[src/sv/spq_pkg.sv]
`default_nettype none
package spq_pkg;

  localparam int unsigned DEPTH        = 16;
  localparam int unsigned KEY_BITS     = 32;
  localparam int unsigned PAYLOAD_BITS = 32;
  localparam int unsigned COUNT_BITS   = 5;
  localparam int unsigned LIMIT_BITS   = 5;

  localparam logic [1:0] OP_OFFER = 2'd0;
  localparam logic [1:0] OP_POLL  = 2'd1;
  localparam logic [1:0] OP_PEEK  = 2'd2;
  localparam logic [1:0] OP_CLEAR = 2'd3;

  localparam logic [1:0] ST_DONE  = 2'd0;
  localparam logic [1:0] ST_FULL  = 2'd1;
  localparam logic [1:0] ST_EMPTY = 2'd2;

  typedef struct packed {
    logic [1:0]              opcode;
    logic [KEY_BITS-1:0]     key;
    logic [PAYLOAD_BITS-1:0] payload;
  } in_item_t;

  typedef struct packed {
    logic [1:0]              status;
    logic [KEY_BITS-1:0]     out_key;
    logic [PAYLOAD_BITS-1:0] out_payload;
    logic [COUNT_BITS-1:0]   count;
  } out_item_t;

  typedef struct packed {
    logic insert;
    logic remove;
    logic occupied;
    logic at_tail;
  } cell_ctrl_t;

endpackage
`default_nettype wire

[src/sv/sorted_priority_queue_top.sv]
`default_nettype none
// Bounded priority queue of DEPTH entries held in a chain of cells in ascending key order,
// with the least entry in the first cell. Every operation compares the offered key against
// all cells at once and shifts the chain by at most one place, so one operation is taken
// per clock cycle and its single result appears in the cycle after the transfer; the only
// limit on rate is the output register, which holds a result while the output is stalled.
// Equal keys leave in arrival order. The capacity limit register (0 or above DEPTH meaning
// DEPTH) should be written only while the queue is idle.
module sorted_priority_queue_top
  import spq_pkg::*;
(
  input  wire logic                  clk_i,
  input  wire logic                  rst_ni,
  input  wire logic                  in_valid_i,
  output logic                       in_stall_o,
  input  wire in_item_t              in_item_i,
  output logic                       out_valid_o,
  input  wire logic                  out_stall_i,
  output out_item_t                  out_item_o,
  input  wire logic                  cfg_we_i,
  input  wire logic [LIMIT_BITS-1:0] cfg_wdata_i
);

  logic [LIMIT_BITS-1:0] limit_q;
  logic [COUNT_BITS-1:0] count_q, count_d;
  logic                  out_valid_q;
  out_item_t             out_item_q, out_item_d;

  logic [LIMIT_BITS-1:0] limit_eff;
  logic                  accept, full, empty, do_insert, do_remove;

  logic                    cell_gt      [DEPTH];
  logic [KEY_BITS-1:0]     cell_key     [DEPTH];
  logic [PAYLOAD_BITS-1:0] cell_payload [DEPTH];

  assign in_stall_o = out_valid_q && out_stall_i;
  assign accept     = in_valid_i && !in_stall_o;

  assign limit_eff = ((limit_q == '0) || (limit_q > LIMIT_BITS'(DEPTH))) ?
                     LIMIT_BITS'(DEPTH) : limit_q;
  assign full      = (count_q >= limit_eff);
  assign empty     = (count_q == '0);
  assign do_insert = accept && (in_item_i.opcode == OP_OFFER) && !full;
  assign do_remove = accept && (in_item_i.opcode == OP_POLL) && !empty;

  for (genvar i = 0; i < DEPTH; i++) begin : g_cell
    cell_ctrl_t              ctrl;
    logic                    left_gt;
    logic [KEY_BITS-1:0]     left_key, right_key;
    logic [PAYLOAD_BITS-1:0] left_payload, right_payload;

    assign ctrl.insert   = do_insert;
    assign ctrl.remove   = do_remove;
    assign ctrl.occupied = (COUNT_BITS'(i) < count_q);
    assign ctrl.at_tail  = (COUNT_BITS'(i) == count_q);

    if (i == 0) begin : g_first
      assign left_gt      = 1'b0;
      assign left_key     = in_item_i.key;
      assign left_payload = in_item_i.payload;
    end else begin : g_inner
      assign left_gt      = cell_gt[i-1];
      assign left_key     = cell_key[i-1];
      assign left_payload = cell_payload[i-1];
    end

    if (i == DEPTH - 1) begin : g_last
      assign right_key     = cell_key[i];
      assign right_payload = cell_payload[i];
    end else begin : g_body
      assign right_key     = cell_key[i+1];
      assign right_payload = cell_payload[i+1];
    end

    spq_cell u_cell (
      .clk_i          (clk_i),
      .ctrl_i         (ctrl),
      .new_key_i      (in_item_i.key),
      .new_payload_i  (in_item_i.payload),
      .left_gt_i      (left_gt),
      .left_key_i     (left_key),
      .left_payload_i (left_payload),
      .right_key_i    (right_key),
      .right_payload_i(right_payload),
      .gt_o           (cell_gt[i]),
      .key_o          (cell_key[i]),
      .payload_o      (cell_payload[i])
    );
  end

  always_comb begin
    count_d                = count_q;
    out_item_d.status      = ST_DONE;
    out_item_d.out_key     = '0;
    out_item_d.out_payload = '0;
    case (in_item_i.opcode)
      OP_OFFER: begin
        if (full) begin
          out_item_d.status = ST_FULL;
        end else begin
          count_d = count_q + COUNT_BITS'(1);
        end
      end
      OP_POLL, OP_PEEK: begin
        if (empty) begin
          out_item_d.status = ST_EMPTY;
        end else begin
          out_item_d.out_key     = cell_key[0];
          out_item_d.out_payload = cell_payload[0];
          if (in_item_i.opcode == OP_POLL) begin
            count_d = count_q - COUNT_BITS'(1);
          end
        end
      end
      OP_CLEAR: begin
        count_d = '0;
      end
      default: begin
        count_d = count_q;
      end
    endcase
    out_item_d.count = count_d;
  end

  always_ff @(posedge clk_i or negedge rst_ni) begin
    if (!rst_ni) begin
      limit_q     <= '0;
      count_q     <= '0;
      out_valid_q <= 1'b0;
    end else begin
      if (cfg_we_i) begin
        limit_q <= cfg_wdata_i;
      end
      if (accept) begin
        count_q     <= count_d;
        out_valid_q <= 1'b1;
      end else if (!out_stall_i) begin
        out_valid_q <= 1'b0;
      end
    end
  end

  always_ff @(posedge clk_i) begin
    if (accept) begin
      out_item_q <= out_item_d;
    end
  end

  assign out_valid_o = out_valid_q;
  assign out_item_o  = out_item_q;

endmodule
`default_nettype wire

[src/sv/spq_cell.sv]
`default_nettype none
module spq_cell
  import spq_pkg::*;
(
  input  wire logic                    clk_i,
  input  wire cell_ctrl_t              ctrl_i,
  input  wire logic [KEY_BITS-1:0]     new_key_i,
  input  wire logic [PAYLOAD_BITS-1:0] new_payload_i,
  input  wire logic                    left_gt_i,
  input  wire logic [KEY_BITS-1:0]     left_key_i,
  input  wire logic [PAYLOAD_BITS-1:0] left_payload_i,
  input  wire logic [KEY_BITS-1:0]     right_key_i,
  input  wire logic [PAYLOAD_BITS-1:0] right_payload_i,
  output logic                         gt_o,
  output logic [KEY_BITS-1:0]          key_o,
  output logic [PAYLOAD_BITS-1:0]      payload_o
);

  logic [KEY_BITS-1:0]     key_q, key_d;
  logic [PAYLOAD_BITS-1:0] payload_q, payload_d;

  assign gt_o = ctrl_i.occupied && (key_q > new_key_i);

  // On insertion the entries greater than the new key move one cell towards the tail,
  // and the first such cell, or the tail cell, takes the new entry.
  always_comb begin
    key_d     = key_q;
    payload_d = payload_q;
    if (ctrl_i.insert) begin
      if (left_gt_i) begin
        key_d     = left_key_i;
        payload_d = left_payload_i;
      end else if (gt_o || ctrl_i.at_tail) begin
        key_d     = new_key_i;
        payload_d = new_payload_i;
      end
    end else if (ctrl_i.remove) begin
      key_d     = right_key_i;
      payload_d = right_payload_i;
    end
  end

  always_ff @(posedge clk_i) begin
    key_q     <= key_d;
    payload_q <= payload_d;
  end

  assign key_o     = key_q;
  assign payload_o = payload_q;

endmodule
`default_nettype wire

[config.mk]
export PLATFORM = sky130hd
export DESIGN_NAME = sorted_priority_queue_top
export DESIGN_NICKNAME = d
export VERILOG_FILES = /design/src/sv/spq_pkg.sv /design/src/sv/sorted_priority_queue_top.sv /design/src/sv/spq_cell.sv
export SDC_FILE = /design/constraint.sdc
export NUM_CORES = 2
export LEC_CHECK = 0
export ABC_AREA = 1
export CORE_ASPECT_RATIO = 1.25
export CORE_MARGIN = 2
export CORE_UTILIZATION = 66
export DETAILED_ROUTE_END_ITERATION = 7
export DONT_BUFFER_PORTS = 1
export GPL_TIMING_DRIVEN = 0
export HOLD_SLACK_MARGIN = 0.1
export PLACE_DENSITY = 0.89
export SYNTH_ARGS = -nofsm -noshare
export SYNTH_HDL_FRONTEND = slang
export SYNTH_SLANG_ARGS = --single-unit
export TNS_END_PERCENT = 10
[constraint.sdc]
create_clock -name clk_i -period 15.1 [get_ports clk_i]
set_input_delay 0.755 -clock clk_i [delete_from_list [all_inputs] [get_ports clk_i]]
set_output_delay 0.755 -clock clk_i [all_outputs]
set_load 0.02 [all_outputs]
==> results.yml <==
timing:
  clock.fmax_mhz: 203.4
  setup_viol: 0
  drv_slew: 0
  worst_slack_ns: 10.18
  hold_violations: 0
  timing.hold.ws_ns: 0.1462
  finalCriticalPeriod_ns: 4.916
  fin_setup_tns_ns: 0
  slew-limit-headroom_pct: 34.16
  rsz0062_at_grt: "false"
  tightest_slew_ns: 0.9876
  period_share_pct: 32.56
  fin_worst_skew_ns: 0.03037
cts:
  cts_buffers: 110
  htreeDepth: 3
  cts_tree: "built"
  worstSkewPairLatency_ns: 0.74
  post-cts-setup-buffers: 0
  clkTransAtPathRegs_ns: 0.07
  ctsRootBufferMaster: "clkbuf_16"
  cts.sink_count: 1106
  max-clock-path-buffers: 3
place:
  portBuffers: 0
  gp_congestion: 0.9486
  placed_cell_area_um2: 75630
  place_ws_ns: 9.791
  dpl.hpwl_um: 166200
  placed_cells: 10870
drt:
  drt_iter0_markers: 7901
  drc_errors: 2
  routed_wl_um: 213200
  dr_total_vias: 65470
  vias_per_cell: 5.903
  first_pass_iters: 8
  wl_per_cell_um: 19.22
  ant_nets: 0
setup_path:
  critical_path.max_stage_delay_ns: 0.79
  r2r-start: "count_q[0]"
  path_class: "flip-flop to flip-flop"
  crit_family: "buffers and inverters"
  critical_path.cell_chain: "buf_2, inv_1, ha_1, nand2_1, nand2_1, o21ai_1, inv_1, buf_2, nor2_4, buf_12"
  cp.arrival_ns: 5.33
  worstRegToRegCells: 10
  start_kind: "flip-flop"
  reg2reg_slack_ns: 10.18
  cp.required_ns: 15.51
  crit_slowest_cell: "nor2_4"
  r2r_end: "g_cell[13].u_cell.payload_o[18]"
  critPathMaxFanout: 37
  critPathCaptureType: "flip-flop"
  crit_buf_inv: 5
yosys:
  yosys_warnings: 0
  syn_area_um2: 73310
  synthArstFlopShare_pct: 0.9946
  yosys-top-cells-count: "nand2_1 (3348), nand3_1 (1834), edfxtp_1 (1095)"
  synth_top_area_cell: "edfxtp_1"
  yosys_register_bits: 1106
  ys_seq_area_share_pct: 45.23
  synthCells: 9403
  synth_top_area_share_pct: 44.85
  synth_ff_type: "edfxtp_1"
  synth_area_leaders: "edfxtp_1 (45%), nand2_1 (17%), nand3_1 (13%), ha_1 (9.0%), inv_1 (5.4%)"
  synth-edff-count: 1095
  syn_area_per_cell_um2: 7.796
  syn_nets: 10010
  synth.distinct_cells: 43
  synth.most_common_cell: "nand2_1"
die:
  std_cell_rows: 136
  die_w_um: 302.1
  initial_utilization_pct: 66.59
  die_h_um: 376.6
  floorplan.core_area_um2: 110100
  fp.dieArea_um2: 113800
  ios: 149
flow_run:
  cap_violations: 0
power:
  seqPwrFrac_pct: 40.3
  pwr-share-comb_pct: 31.5
  power.switching_mw: 3.885
  ir_drop_v: 0.0001174
  clockPowerShare_pct: 28.2
  p_per_area_nw_per_um2: 132.6
  p_leak_nw: 38.87
  total_power_mw: 10.55
  cell_internal_pwr_mw: 6.668
  switching_share_pct: 36.81
min_path:
  hp-start: "cfg_wdata_i[4]"
  hold_path.class: "primary input to flip-flop"
  min_delay_worst_endpoint: "limit_q[4]"
  min_path_cells: 2
cells_and_area:
  finalNonFillerCells: 11090
  final_cell_area_um2: 79570
  final_util_pct: 72.27
  drive_above_1_share_pct: 7.560
  syn_to_final_growth_pct: 8.536
  nets: 10140
global_routing:
  overflow: 0
  grt_pass1_vias: 63310
  antenna_found_initial: 14
  grt_max_degree: 48
  grt_pass1_wl_um: 328800
  grt.total_usage_pct: 36.63
outcome:
  status: "finished, violations left"
  violations: "DRC"
flip-flops by register name, summed over array words and instances, names as in the netlist:
name	flops
out_valid_o	1
g_cell.u_cell.key_o	512
limit_q	5
out_item_o	71
g_cell.u_cell.payload_o	512
count_q	5
worst max path at each step:
stage	from	end	slack, ns	cells after the start
floorplan	out_stall_i	g_cell[0].u_cell.key_o[0]	8.61	8
global placement	in_item_i[63]	g_cell[0].u_cell.payload_o[17]	6.28	12
finish	count_q[0]	g_cell[13].u_cell.payload_o[18]	10.18	10
detailed placement	in_item_i[62]	g_cell[0].u_cell.payload_o[17]	9.79	14
CTS	limit_q[2]	g_cell[13].u_cell.payload_o[23]	10.34	16
global route	limit_q[2]	g_cell[13].u_cell.payload_o[16]	10.10	16
final cells by class:
cell class	count	area, µm²
fillers	8069	30530
clock inverters	83	1040
diodes	12	30.03
multi-input cells	6594	32900
flip-flops and latches	1106	33160
plain buffers	598	3256
well taps	1449	1813
clock buffers	124	2825
repair buffers	20	397.9
inverters	1105	4150
cells by family (layout without fill, tap and decap cells):
logic type               count (synthesis)  count (layout)  synth area share [%]
XOR/XNOR                                 4               4               0.04780
AO/OA/AOI/OAI                          504             504                 3.680
other                                    0              12                     0
buffers and inverters                 1703            1930                 10.05
AND/OR/NAND/NOR                       5559            5559                 32.00
adder cells (fa/ha/maj)                527             527                 8.995
flip-flops                            1106            1106                 45.23
layout by cell type, fill, tap and decap left out, types with 49 or more instances in the layout:
master	count
nand4_1	49
clkbuf_1	100
o21ai_0	125
nor2_1	265
clkinv_1	49
edfxtp_1	1095
clkbuf_16	110
a21oi_1	312
nand2_1	3348
nand3_1	1834
buf_4	83
buf_2	342
ha_1	527
inv_1	1062
power by group through the flow:
| stage | registers (mW) | logic (mW) | clock network [mW] |
|---|---|---|---|
| 2_1_floorplan | 4.27 | 2.28 | 0 |
| 3_3_place_gp | 4.34 | 2.99 | 0 |
| 3_5_place_dp | 4.30 | 3.21 | 0 |
| 4_1_cts | 4.24 | 3.24 | 2.96 |
| 5_1_grt | 4.28 | 3.65 | 3.08 |
| 6_report | 4.25 | 3.32 | 2.98 |
routing by layer:
metal	share of wire, %	wire length, µm	global-route usage [%]	up-vias
met5	0.0038	8	0	-
met4	7.8	16690	26.48	2
met3	8.7	18560	4.768	722
met2	47	99300	60.98	3771
met1	37	78640	43.68	29830
li1	-	-	-	31150
repair_timing:
action | in CTS | in global routing
hold buffers | 1 | 0
setup endpoints to repair | 0 | 0
endpoints found under the hold margin | 11 | 0
resized for setup | 0 | 0
(Power assumes the default switching activity.)
